--- src/dcfs_pkg.sv ---
// Shared types, constants and the microcode ROM of the dual curve fan speed block.
// Used by dcfs_seq, dcfs_path and the top level; depends on nothing.
package dcfs_pkg;

	// Curve table geometry.
	localparam int MAX_POINTS = 8;
	localparam int IDX_W      = $clog2(MAX_POINTS);
	localparam int CNT_W      = 4;
	localparam int PC_W       = 4;

	// Request opcodes.
	localparam logic [1:0] OP_EVAL   = 2'd0;
	localparam logic [1:0] OP_WR_TMP = 2'd1;
	localparam logic [1:0] OP_WR_HUM = 2'd2;

	// Configuration register indexes.
	localparam logic CFG_TEMP_POINTS = 1'b0;
	localparam logic CFG_HUM_POINTS  = 1'b1;

	// Reset point counts.
	localparam logic [CNT_W-1:0] TEMP_POINTS_RST = 4'd5;
	localparam logic [CNT_W-1:0] HUM_POINTS_RST  = 4'd4;

	// One curve point: signed threshold in 1/16 units and a fan percentage.
	typedef struct packed {
		logic signed [15:0] th;
		logic [7:0]         fan;
	} point_t;

	// Micro-operations executed by the datapath.
	typedef enum logic [3:0] {
		UOP_INIT,
		UOP_CHK_EMPTY,
		UOP_CHK_FIRST,
		UOP_CHK_LAST,
		UOP_LOAD_LO,
		UOP_LOAD_HI,
		UOP_ADVANCE,
		UOP_NO_MATCH,
		UOP_SPAN,
		UOP_MUL_LO,
		UOP_MUL_HI,
		UOP_DIV,
		UOP_QUOT,
		UOP_STORE,
		UOP_FINISH
	} uop_t;

	// One control word: operation, conditional jump enable and target.
	typedef struct packed {
		uop_t            uop;
		logic            jump;
		logic [PC_W-1:0] target;
	} cw_t;

	// Sequencer outputs seen by the datapath.
	typedef struct packed {
		logic run;
		cw_t  cw;
	} ctrl_t;

	// Program step addresses.
	localparam logic [PC_W-1:0] STEP_INIT     = 4'd0;
	localparam logic [PC_W-1:0] STEP_EMPTY    = 4'd1;
	localparam logic [PC_W-1:0] STEP_FIRST    = 4'd2;
	localparam logic [PC_W-1:0] STEP_LAST     = 4'd3;
	localparam logic [PC_W-1:0] STEP_LOAD_LO  = 4'd4;
	localparam logic [PC_W-1:0] STEP_LOAD_HI  = 4'd5;
	localparam logic [PC_W-1:0] STEP_ADVANCE  = 4'd6;
	localparam logic [PC_W-1:0] STEP_NO_MATCH = 4'd7;
	localparam logic [PC_W-1:0] STEP_SPAN     = 4'd8;
	localparam logic [PC_W-1:0] STEP_MUL_LO   = 4'd9;
	localparam logic [PC_W-1:0] STEP_MUL_HI   = 4'd10;
	localparam logic [PC_W-1:0] STEP_DIV      = 4'd11;
	localparam logic [PC_W-1:0] STEP_QUOT     = 4'd12;
	localparam logic [PC_W-1:0] STEP_STORE    = 4'd13;
	localparam logic [PC_W-1:0] STEP_FINISH   = 4'd14;

	// Microcode ROM. The program runs once per curve; STORE loops back for the second.
	function automatic cw_t ucode_rom(input logic [PC_W-1:0] pc);
		cw_t cw;
		cw = '{uop: UOP_FINISH, jump: 1'b0, target: STEP_INIT};
		unique case (pc)
			STEP_INIT:     cw = '{uop: UOP_INIT,      jump: 1'b0, target: STEP_INIT};
			STEP_EMPTY:    cw = '{uop: UOP_CHK_EMPTY, jump: 1'b1, target: STEP_STORE};
			STEP_FIRST:    cw = '{uop: UOP_CHK_FIRST, jump: 1'b1, target: STEP_STORE};
			STEP_LAST:     cw = '{uop: UOP_CHK_LAST,  jump: 1'b1, target: STEP_STORE};
			STEP_LOAD_LO:  cw = '{uop: UOP_LOAD_LO,   jump: 1'b0, target: STEP_INIT};
			STEP_LOAD_HI:  cw = '{uop: UOP_LOAD_HI,   jump: 1'b1, target: STEP_SPAN};
			STEP_ADVANCE:  cw = '{uop: UOP_ADVANCE,   jump: 1'b1, target: STEP_LOAD_HI};
			STEP_NO_MATCH: cw = '{uop: UOP_NO_MATCH,  jump: 1'b1, target: STEP_STORE};
			STEP_SPAN:     cw = '{uop: UOP_SPAN,      jump: 1'b0, target: STEP_INIT};
			STEP_MUL_LO:   cw = '{uop: UOP_MUL_LO,    jump: 1'b0, target: STEP_INIT};
			STEP_MUL_HI:   cw = '{uop: UOP_MUL_HI,    jump: 1'b0, target: STEP_INIT};
			STEP_DIV:      cw = '{uop: UOP_DIV,       jump: 1'b1, target: STEP_DIV};
			STEP_QUOT:     cw = '{uop: UOP_QUOT,      jump: 1'b0, target: STEP_INIT};
			STEP_STORE:    cw = '{uop: UOP_STORE,     jump: 1'b1, target: STEP_INIT};
			STEP_FINISH:   cw = '{uop: UOP_FINISH,    jump: 1'b0, target: STEP_INIT};
			default:       cw = '{uop: UOP_FINISH,    jump: 1'b0, target: STEP_INIT};
		endcase
		return cw;
	endfunction

	// Default curve points loaded at reset; unused slots are zero.
	function automatic point_t dflt_point(input logic hum, input logic [IDX_W-1:0] idx);
		point_t p;
		p = '0;
		if (!hum) begin
			unique case (idx)
				3'd0:    p = '{th: 16'sd240, fan: 8'd0};
				3'd1:    p = '{th: 16'sd320, fan: 8'd30};
				3'd2:    p = '{th: 16'sd400, fan: 8'd50};
				3'd3:    p = '{th: 16'sd480, fan: 8'd80};
				3'd4:    p = '{th: 16'sd560, fan: 8'd100};
				default: p = '0;
			endcase
		end else begin
			unique case (idx)
				3'd0:    p = '{th: 16'sd480,  fan: 8'd0};
				3'd1:    p = '{th: 16'sd640,  fan: 8'd40};
				3'd2:    p = '{th: 16'sd960,  fan: 8'd60};
				3'd3:    p = '{th: 16'sd1280, fan: 8'd100};
				default: p = '0;
			endcase
		end
		return p;
	endfunction

endpackage

--- src/dual_curve_fan_speed.sv ---
// Evaluate requests run from acceptance to the done strobe through the segment walk (two
// steps per segment) and the 8-step restoring divide, done on one shared datapath for each
// curve in turn. One evaluate is in flight at a time.
// Point writes take effect at the accepting edge and raise no strobe.
// Reset is asynchronous, active low, and restores the default curves and point counts.
// The receiver cannot stall: each result is shown for one cycle with done high.
module dual_curve_fan_speed (
	input  logic               clk,
	input  logic               arst_n,
	input  logic               start,
	output logic               busy,
	input  logic [1:0]         opcode,
	input  logic signed [15:0] temperature,
	input  logic signed [15:0] humidity,
	input  logic [2:0]         point_index,
	input  logic signed [15:0] point_threshold,
	input  logic [7:0]         point_fan,
	output logic               done,
	output logic [7:0]         fan_speed,
	output logic [7:0]         temp_speed,
	output logic [7:0]         hum_speed,
	input  logic               cfg_valid,
	output logic               cfg_ready,
	input  logic               cfg_index,
	input  logic [3:0]         cfg_data
);

	dcfs_pkg::ctrl_t ctrl;
	logic            accept;
	logic            go;
	logic            take;

	// Request decode.
	assign busy      = ctrl.run;
	assign accept    = start && !ctrl.run;
	assign go        = accept && (opcode == dcfs_pkg::OP_EVAL);
	assign cfg_ready = 1'b1;

	dcfs_seq u_seq (
		.clk    (clk),
		.arst_n (arst_n),
		.go     (go),
		.take   (take),
		.ctrl   (ctrl)
	);

	dcfs_path u_path (
		.clk             (clk),
		.arst_n          (arst_n),
		.ctrl            (ctrl),
		.go              (go),
		.wr_temp         (accept && (opcode == dcfs_pkg::OP_WR_TMP)),
		.wr_hum          (accept && (opcode == dcfs_pkg::OP_WR_HUM)),
		.temperature     (temperature),
		.humidity        (humidity),
		.point_index     (point_index),
		.point_threshold (point_threshold),
		.point_fan       (point_fan),
		.cfg_we          (cfg_valid && cfg_ready),
		.cfg_index       (cfg_index),
		.cfg_data        (cfg_data),
		.take            (take),
		.done            (done),
		.fan_speed       (fan_speed),
		.temp_speed      (temp_speed),
		.hum_speed       (hum_speed)
	);

endmodule

--- src/dcfs_seq.sv ---
// Microcode sequencer: step counter, ROM lookup and conditional jumps.
// Depends on dcfs_pkg.
module dcfs_seq (
	input  logic                clk,
	input  logic                arst_n,
	input  logic                go,
	input  logic                take,
	output dcfs_pkg::ctrl_t     ctrl
);

	logic [dcfs_pkg::PC_W-1:0] pc_q;
	logic                      run_q;
	dcfs_pkg::cw_t             cw;

	// Current control word.
	assign cw        = dcfs_pkg::ucode_rom(pc_q);
	assign ctrl.run  = run_q;
	assign ctrl.cw   = cw;

	// Step counter: start at step zero, jump when the datapath flags the condition.
	always_ff @(posedge clk or negedge arst_n) begin
		if (!arst_n) begin
			pc_q  <= dcfs_pkg::STEP_INIT;
			run_q <= 1'b0;
		end else if (go) begin
			pc_q  <= dcfs_pkg::STEP_INIT;
			run_q <= 1'b1;
		end else if (run_q) begin
			if (cw.uop == dcfs_pkg::UOP_FINISH) begin
				run_q <= 1'b0;
			end else if (cw.jump && take) begin
				pc_q <= cw.target;
			end else begin
				pc_q <= pc_q + 1'b1;
			end
		end
	end

endmodule

--- src/dcfs_path.sv ---
// Datapath: curve tables, point counts, segment walk registers and serial divider.
// Driven by the control word from dcfs_seq; depends on dcfs_pkg.
module dcfs_path (
	input  logic                           clk,
	input  logic                           arst_n,
	input  dcfs_pkg::ctrl_t                ctrl,
	input  logic                           go,
	input  logic                           wr_temp,
	input  logic                           wr_hum,
	input  logic signed [15:0]             temperature,
	input  logic signed [15:0]             humidity,
	input  logic [dcfs_pkg::IDX_W-1:0]     point_index,
	input  logic signed [15:0]             point_threshold,
	input  logic [7:0]                     point_fan,
	input  logic                           cfg_we,
	input  logic                           cfg_index,
	input  logic [dcfs_pkg::CNT_W-1:0]     cfg_data,
	output logic                           take,
	output logic                           done,
	output logic [7:0]                     fan_speed,
	output logic [7:0]                     temp_speed,
	output logic [7:0]                     hum_speed
);

	dcfs_pkg::point_t temp_tab_q [dcfs_pkg::MAX_POINTS];
	dcfs_pkg::point_t hum_tab_q  [dcfs_pkg::MAX_POINTS];

	logic [dcfs_pkg::CNT_W-1:0] temp_points_q;
	logic [dcfs_pkg::CNT_W-1:0] hum_points_q;

	logic signed [15:0]         temp_in_q;
	logic signed [15:0]         hum_in_q;
	logic                       sel_q;
	logic signed [15:0]         x_q;
	logic [dcfs_pkg::CNT_W-1:0] n_q;
	logic [dcfs_pkg::IDX_W-1:0] i_q;
	dcfs_pkg::point_t           lo_q;
	dcfs_pkg::point_t           hi_q;
	logic [7:0]                 last_fan_q;
	logic [16:0]                range_q;
	logic [16:0]                dx_q;
	logic [24:0]                acc_q;
	logic [23:0]                div_q;
	logic [7:0]                 quo_q;
	logic [2:0]                 k_q;
	logic [7:0]                 res_q;
	logic [7:0]                 t_res_q;
	logic                       done_q;
	logic [7:0]                 fan_speed_q;
	logic [7:0]                 temp_speed_q;
	logic [7:0]                 hum_speed_q;

	dcfs_pkg::uop_t             uop;
	logic [dcfs_pkg::IDX_W-1:0] rd_addr;
	dcfs_pkg::point_t           entry;
	logic [dcfs_pkg::CNT_W-1:0] cnt;
	logic signed [16:0]         span_d;
	logic signed [16:0]         dx_d;
	logic [16:0]                rem_d;
	logic [24:0]                prod_lo;
	logic [24:0]                prod_hi;
	logic                       ge;

	assign uop = ctrl.cw.uop;

	// Table read address for the current step.
	always_comb begin
		unique case (uop)
			dcfs_pkg::UOP_CHK_LAST: rd_addr = dcfs_pkg::IDX_W'(n_q - 1'b1);
			dcfs_pkg::UOP_LOAD_HI:  rd_addr = i_q + 1'b1;
			default:                rd_addr = '0;
		endcase
	end

	// Single read port on the curve being evaluated.
	assign entry = sel_q ? hum_tab_q[rd_addr] : temp_tab_q[rd_addr];
	assign cnt   = sel_q ? hum_points_q : temp_points_q;

	// Interpolation arithmetic.
	assign span_d  = 17'(hi_q.th) - 17'(lo_q.th);
	assign dx_d    = 17'(x_q) - 17'(lo_q.th);
	assign rem_d   = range_q - dx_q;
	assign prod_lo = 25'(lo_q.fan) * 25'(rem_d);
	assign prod_hi = 25'(hi_q.fan) * 25'(dx_q);
	assign ge      = acc_q >= {1'b0, div_q};

	// Jump condition for the current step.
	always_comb begin
		unique case (uop)
			dcfs_pkg::UOP_CHK_EMPTY: take = (n_q == '0);
			dcfs_pkg::UOP_CHK_FIRST: take = (x_q <= entry.th);
			dcfs_pkg::UOP_CHK_LAST:  take = (x_q >= entry.th);
			dcfs_pkg::UOP_LOAD_HI:   take = (x_q >= lo_q.th) && (x_q < entry.th);
			dcfs_pkg::UOP_ADVANCE:   take = ((dcfs_pkg::CNT_W'(i_q) + 4'd3) <= n_q);
			dcfs_pkg::UOP_NO_MATCH:  take = 1'b1;
			dcfs_pkg::UOP_DIV:       take = (k_q != '0);
			dcfs_pkg::UOP_STORE:     take = !sel_q;
			default:                 take = 1'b0;
		endcase
	end

	// Tables and configuration registers.
	always_ff @(posedge clk or negedge arst_n) begin
		if (!arst_n) begin
			for (int e = 0; e < dcfs_pkg::MAX_POINTS; e++) begin
				temp_tab_q[e] <= dcfs_pkg::dflt_point(1'b0, dcfs_pkg::IDX_W'(e));
				hum_tab_q[e]  <= dcfs_pkg::dflt_point(1'b1, dcfs_pkg::IDX_W'(e));
			end
			temp_points_q <= dcfs_pkg::TEMP_POINTS_RST;
			hum_points_q  <= dcfs_pkg::HUM_POINTS_RST;
		end else begin
			if (wr_temp) begin
				temp_tab_q[point_index] <= '{th: point_threshold, fan: point_fan};
			end
			if (wr_hum) begin
				hum_tab_q[point_index] <= '{th: point_threshold, fan: point_fan};
			end
			if (cfg_we && cfg_index == dcfs_pkg::CFG_TEMP_POINTS) begin
				temp_points_q <= cfg_data;
			end
			if (cfg_we && cfg_index == dcfs_pkg::CFG_HUM_POINTS) begin
				hum_points_q <= cfg_data;
			end
		end
	end

	// Control state and result registers.
	always_ff @(posedge clk or negedge arst_n) begin
		if (!arst_n) begin
			sel_q        <= 1'b0;
			done_q       <= 1'b0;
			fan_speed_q  <= '0;
			temp_speed_q <= '0;
			hum_speed_q  <= '0;
		end else begin
			done_q <= 1'b0;
			if (go) begin
				sel_q <= 1'b0;
			end else if (ctrl.run && uop == dcfs_pkg::UOP_STORE) begin
				sel_q <= 1'b1;
			end else if (ctrl.run && uop == dcfs_pkg::UOP_FINISH) begin
				done_q       <= 1'b1;
				temp_speed_q <= t_res_q;
				hum_speed_q  <= res_q;
				fan_speed_q  <= (t_res_q > res_q) ? t_res_q : res_q;
			end
		end
	end

	// Working registers stepped by the microcode.
	always_ff @(posedge clk) begin
		if (go) begin
			temp_in_q <= temperature;
			hum_in_q  <= humidity;
		end
		if (ctrl.run) begin
			unique case (uop)
				dcfs_pkg::UOP_INIT: begin
					x_q <= sel_q ? hum_in_q : temp_in_q;
					n_q <= (cnt > dcfs_pkg::CNT_W'(dcfs_pkg::MAX_POINTS))
						? dcfs_pkg::CNT_W'(dcfs_pkg::MAX_POINTS) : cnt;
					i_q <= '0;
				end
				dcfs_pkg::UOP_CHK_EMPTY: res_q <= '0;
				dcfs_pkg::UOP_CHK_FIRST: res_q <= entry.fan;
				dcfs_pkg::UOP_CHK_LAST: begin
					res_q      <= entry.fan;
					last_fan_q <= entry.fan;
				end
				dcfs_pkg::UOP_LOAD_LO: lo_q <= entry;
				dcfs_pkg::UOP_LOAD_HI: hi_q <= entry;
				dcfs_pkg::UOP_ADVANCE: begin
					lo_q <= hi_q;
					i_q  <= i_q + 1'b1;
				end
				dcfs_pkg::UOP_NO_MATCH: res_q <= last_fan_q;
				dcfs_pkg::UOP_SPAN: begin
					range_q <= 17'(span_d);
					dx_q    <= 17'(dx_d);
				end
				dcfs_pkg::UOP_MUL_LO: acc_q <= prod_lo;
				dcfs_pkg::UOP_MUL_HI: begin
					acc_q <= acc_q + prod_hi;
					div_q <= {range_q, 7'b0};
					k_q   <= 3'd7;
					quo_q <= '0;
				end
				dcfs_pkg::UOP_DIV: begin
					// One restoring quotient bit per step, most significant first.
					if (ge) begin
						acc_q <= acc_q - {1'b0, div_q};
					end
					quo_q <= {quo_q[6:0], ge};
					div_q <= {1'b0, div_q[23:1]};
					k_q   <= k_q - 1'b1;
				end
				dcfs_pkg::UOP_QUOT:  res_q <= quo_q;
				dcfs_pkg::UOP_STORE: begin
					// Keep the temperature speed while the humidity curve runs.
					if (!sel_q) begin
						t_res_q <= res_q;
					end
				end
				default: ;
			endcase
		end
	end

	assign done       = done_q;
	assign fan_speed  = fan_speed_q;
	assign temp_speed = temp_speed_q;
	assign hum_speed  = hum_speed_q;

endmodule

--- config.mk ---
export PLATFORM = sky130hd
export DESIGN_NAME = dual_curve_fan_speed
export DESIGN_NICKNAME = d
export VERILOG_FILES = /design/src/dcfs_pkg.sv /design/src/dual_curve_fan_speed.sv /design/src/dcfs_seq.sv /design/src/dcfs_path.sv
export SDC_FILE = /design/constraint.sdc
export NUM_CORES = 2
export LEC_CHECK = 0
export ABC_AREA = 1
export BUFFER_PORTS_ARGS = -buffer_cell sky130_fd_sc_hd__buf_4
export CELL_PAD_IN_SITES_DETAIL_PLACEMENT = 1
export CELL_PAD_IN_SITES_GLOBAL_PLACEMENT = 2
export CORE_MARGIN = 5
export CORE_UTILIZATION = 43
export CTS_CLUSTER_SIZE = 10
export DETAILED_ROUTE_END_ITERATION = 10
export PLACE_DENSITY_LB_ADDON = 0.3
export SETUP_SLACK_MARGIN = 0.1
export SYNTH_ARGS = -nofsm -noshare
export SYNTH_HDL_FRONTEND = slang
export SYNTH_SLANG_ARGS = --single-unit
export TNS_END_PERCENT = 5
--- constraint.sdc ---
create_clock -name clk -period 10.6 [get_ports clk]
set_input_delay 1.06 -clock clk [delete_from_list [all_inputs] [get_ports clk]]
set_output_delay 1.06 -clock clk [all_outputs]
set_load 0.02 [all_outputs]
Word-level counts from Yosys, hierarchy flattened
Memories as Yosys holds them, arrays and structs flattened.
Index checks and enable logic that the tools add are counted.

storage, ports and cells
  register bits = 644
  latch bits = 0
  memory bits (writable) = 0
  bits in read-only memories = 144
  output and inout port bits = 27
  memories = 1

memory list
  memory            words  width  read ports  clocked after memory_dff  wr ports  line            text
  (name not given)  16     9      1           0                         0         dcfs_pkg.sv:83  unique case (pc)

operators by class
  $add $sub $neg = 10
  $mul = 2
  div/mod/pow operators = 0
  order comparisons = 11
  eq/ne operators = 18
  shift-type cells = 0
  multiplexer cells = 36
  bitwise logic cells = 6
  reductions and logical operators = 37

operator list
  cell                  count
  $bwmux W192           2
  $bmux W24 S3          2
  $mux W24              6
  $pmux W24 S2          2
  $pmux W25 S3          1
  $demux W24 S3         1
  $mul A8 B17 Y25       2
  $sub A16 B16 Y17      2
  $ge A16 B16 Y1        2
  $pmux W8 S4           1
  $eq A4 B4 Y1 const B  7
  $add A25 B25 Y25      1
  $ge A25 B24 Y1        1
  $mux W25              1
  $sub A25 B24 Y25      1
  $mux W4               5
  $pmux W3 S2           3
  $reduce_and A2 Y1     9
  $sub A17 B17 Y17      1
  $eq A4 B3 Y1 const B  4
  $le A16 B16 Y1        1
  $lt A16 B16 Y1        1
  $mux W16              1
  $pmux W8 S2           1
  29 further kinds      62

Logic depth before layout (Yosys ltp)
An unclocked memory read counts as a cell.

  depth after elaboration = 16
  mapped depth = 39
  mapped depth without buffers = 37

By module
Synthesis repeated with hierarchy kept, for this count alone.

second synthesis, totals
  cells, all modules = 5344
  area total of the unflattened synthesis = 42499.5 µm²

modules (own cells, without submodules)
  module                instances  cells each  area each (µm²)  seq. area each (µm²)
  dcfs_path             1          5263        41936.5          17161.5
  dcfs_seq              1          69          511.7            125.1
  dual_curve_fan_speed  1          12          51.3             0.0

Worst setup path after synthesis
Ideal clock, no wire load.

  path kind = register to register
  start point = reg u_path.dx_q[2]
  end point = reg u_path.acc_q[20] (data pin)
  arrival time = 5.736 ns
  slack = 4.605 ns
  cell stages (with the launch flop) = 29
  path buffers = 1
  clock period less this slack = 5.995 ns
  path through = edfxtp_1 clkbuf_1 inv_1 ha_1 a21o_1 a31oi_1 o21ai_0 a21boi_0 o21ai_0 xnor2_1 nor2_1 fa_1 fa_1 fa_1 inv_1 fa_1 inv_1 ha_1 nand2_1 nor2_1 inv_1 o21ai_0 a31oi_1 o21bai_1 nand2_1 nand2_1 nand2_1 nand3_1 nand3_1

between the ends
  longest elaborated chain between the ends = 3
  elaborated cells between the ends (all ways) = 5

ends and longest elaborated chain
  element                                              line                               text
  start: declaration                                   dcfs_path.sv:41                    logic [16:0] dx_q;
  start signal: assignment                             dcfs_path.sv:179                   dx_q <= 17'(dx_d);
  $mul A8 B17 Y25 or $sub A17 B17 Y17 (tied branches)  dcfs_path.sv:84, dcfs_path.sv:82
  $add A25 B25 Y25 or $mul A8 B17 Y25 (tied branches)  dcfs_path.sv:183, dcfs_path.sv:83
  $pmux W25 S3 (*)                                     dcfs_path.sv:157                   unique case (uop)
  end signal: assignment                               dcfs_path.sv:181                   dcfs_pkg::UOP_MUL_LO: acc_q <= prod_lo;
  end signal: assignment                               dcfs_path.sv:183                   acc_q <= acc_q + prod_hi;
  end signal: assignment                               dcfs_path.sv:191                   acc_q <= acc_q - {1'b0, div_q};
  end: declaration                                     dcfs_path.sv:42                    logic [24:0] acc_q;

Mark *: on every way between the ends. The rest lies on a longest branch, timed or not.
A chain may end at the register's enable or synchronous reset.

Final worst setup path
Ends and elaborated chain as after synthesis.

==> flow_summary.json <==
{
  "status": "completed",
  "worstPathArrival_ns": 7.76,
  "end_kind": "flip-flop",
  "worstHoldStart": "u_path.res_q[2]",
  "crit_buf_inv": 4,
  "drtIter0Drc": 2239,
  "clk_latency_ns": 0.64,
  "grt_pass1_vias": 34600,
  "yosysWarnings": 0,
  "critPathKind": "flip-flop to flip-flop",
  "cp_num_cells": 27,
  "yosys.cell_types.count": 52,
  "antenna_cells": 0,
  "final_common_cell": "nand2_1",
  "die_w_um": 319,
  "max_freq_mhz": 135,
  "synth_area_mm2": 0.0411,
  "synthCells": 4936,
  "dpl.hpwl_mm": 91.0,
  "core_mm2": 0.0949,
  "path_clk_slew_ns": 0.05,
  "io_pins": 97,
  "startpoint": "u_path.dx_q[2]",
  "startpoint_type": "flip-flop",
  "ys_seq_elements": 644,
  "antenna_left": 0,
  "critical_path.max_stage_delay_ns": 0.72,
  "rsz0062_at_grt": "no",
  "setup_violations": 0,
  "cts_hold_buffers": 0,
  "slew_headroom": 0.188,
  "critPathCapture": "u_path.acc_q[20]",
  "cts_tree": "done",
  "r2r-start": "u_path.dx_q[2]",
  "syn_nets": 5412,
  "cpMaxStageDelayCell": "xnor2_1",
  "min_period_over_period": 0.696,
  "cts_root_buf": "clkbuf_16",
  "cts_max_path_buffers": 3,
  "detail_route.vias_per_cell": 5.32,
  "grt_usage": 0.254,
  "critPathMaxFanout": 9,
  "grt_pass1_wl_mm": 204,
  "cts_sinks": 644,
  "via_count": 33200,
  "slew_violations": 0,
  "layout-drive-gt1-share": 0.0720,
  "routed_wl_mm": 130,
  "drc": 0,
  "cap_viol_max_count": 0,
  "fin_crit_ns": 7.38,
  "synth.avg_cell_area_um2": 8.32,
  "avgRoutedWirePerCell_um": 20.9,
  "path_delay_family": "adder cells",
  "cts_setup_buffers": 0,
  "worst_r2r_endpoint": "u_path.acc_q[20]",
  "place_congestion": 0.867,
  "nNetsFinal": 5387,
  "worstPathRequired_ns": 10.98,
  "final_cell_mix": "nand2_1 (1312), inv_1 (698), o21ai_0 (542)",
  "rows": 113,
  "ff2ff_setup_slack_ns": 3.22,
  "portBuffers": 95,
  "hold_violations": 0,
  "start_util": 0.433,
  "grt_overflow": 0,
  "fin_util": 0.476,
  "layout-area-overhead-vs-synth_pct": 10.0,
  "cts_htree_levels": 3,
  "grt_start_max_net_pins": 178,
  "die_h_um": 319,
  "fin_tns_setup_ns": 0,
  "post_cts_resized": 0,
  "antenna_found_initial": 0,
  "dr.pass1.iters": 5,
  "clock_skew_ns": 0.0139,
  "hp-class": "flip-flop to flip-flop",
  "rr_worst_depth": 27,
  "cts_buffers": 79,
  "tightest_slew_ns": 1.21,
  "die_area_mm2": 0.102,
  "synth-seq-area-share": 0.421
}
==> sequential cells by signal, summed over array words and instances, names as in the netlist, 8 cells and up <==
name               count
u_path.hi_q           24
u_path.hum_speed       8
u_path.temp_speed      8
u_path.last_fan_q      8
u_path.hum_tab_q     192
u_path.fan_speed       8
u_path.hum_in_q       16
u_path.x_q            16
u_path.dx_q           17
u_path.lo_q           24
u_path.div_q          24
u_path.range_q        17
u_path.temp_in_q      16
u_path.acc_q          25
u_path.temp_tab_q    192
u_path.res_q           8
u_path.quo_q           8
u_path.t_res_q         8
==> cell families after synthesis <==
| group | share of synthesized area |
|---|---|
| buffers and inverters | 0.0896 |
| and+or+nand+nor | 0.185 |
| AOI/OAI and AO/OA | 0.128 |
| adders and majority gates | 0.162 |
| muxes | 0.00265 |
| other | 0.0000913 |
| xor gates and xnor gates | 0.0124 |
| DFF | 0.421 |
==> Yosys cell counts (all sizes together) <==
master,instances,area [µm²]
a22oi,3,22.5
dfrtp,371,9280
clkinv,6,22.5
nand4,15,93.8
o211ai,85,638
buf,67,340
nand2,1331,5000
o21ai,590,2970
a32o,1,10.0
nor3,28,145
o221ai,5,43.8
o2111ai,1,8.76
mux2i,3,30.0
o21bai,11,82.6
nor4,4,25.0
a21oi,226,1130
a221oi,2,17.5
or2,23,144
ha,199,2490
a31oi,10,62.6
edfxtp,221,6640
mux2,7,78.8
clkbuf,182,683
o311ai,1,8.76
o21a,7,52.6
dfstp,52,1370
a21o,9,67.6
a211oi,10,75.1
o31ai,2,15.0
and3,1,6.26
nand3,259,1300
a21boi,4,30.0
conb,1,3.75
fa,207,4140
nor3b,1,7.51
xnor2,28,245
xor2,30,263
nor2,226,851
nand3b,3,22.5
inv,702,2640
o22ai,2,18.8
==> through the flow <==
step / worst slack (ns) / cell area (µm²) / instances / hold WS (ns)
floorplan: 4.60 / 41100 / 4936 / 0.426
global placement: 3.47 / 42800 / 6095 / 0.436
detailed placement: 3.27 / 42800 / 6095 / 0.437
CTS: 3.23 / 45200 / 6238 / 0.450
global route: 2.72 / 45200 / 6238 / 0.460
finish: 3.22 / 45200 / 6238 / 0.448
==> layer usage <==
metal  vias up  track usage  part of all wire
met4         0       0.0622             0.023
met1     16600        0.338              0.44
li1      15900            -                 -
met3       166       0.0297             0.038
met2       553        0.447              0.50
met5         -            0                 0
==> layout make-up <==
type,count,area (µm²)
clock buffers,130,2240
clock inverters,13,118
fillers,11300,49700
inverters,708,2660
multi-input cells,3335,20200
flip-flops and latches,644,17300
well taps,1265,1580
repair buffers,143,1110
==> worst register-to-register path: stages, from the launching register on <==
cell      delay (ns)
edfxtp_1        0.51
inv_1           0.11
ha_1            0.36
a21o_1          0.17
a31oi_1         0.22
o21ai_0         0.22
a21boi_0        0.49
o21ai_0         0.34
xnor2_1         0.72
nor2_1          0.15
fa_1            0.54
fa_1            0.50
fa_1            0.50
inv_1           0.05
fa_1            0.47
inv_1           0.04
ha_1            0.37
nand2_1         0.10
nor2_1          0.19
inv_1           0.06
o21ai_0         0.23
a31oi_1         0.12
o21bai_1        0.29
nand2_1         0.12
nand2_1         0.08
nand2_1         0.06
nand3_1         0.07
nand3_1         0.08
==> how the worst min path moves through the flow <==
| stage | to | slack (ns) | cells after the start |
|---|---|---|---|
| floorplan | u_path.t_res_q[1] | 0.43 | 0 |
| global placement | u_path.t_res_q[1] | 0.44 | 0 |
| detailed placement | u_path.t_res_q[2] | 0.44 | 0 |
| CTS | u_path.t_res_q[2] | 0.45 | 0 |
| global route | u_path.t_res_q[2] | 0.46 | 0 |
| finish | u_path.t_res_q[2] | 0.45 | 0 |
Power is left out: the tool's default activity adds up to more than one toggle a clock period on the data nets, which glitch-free logic cannot reach.
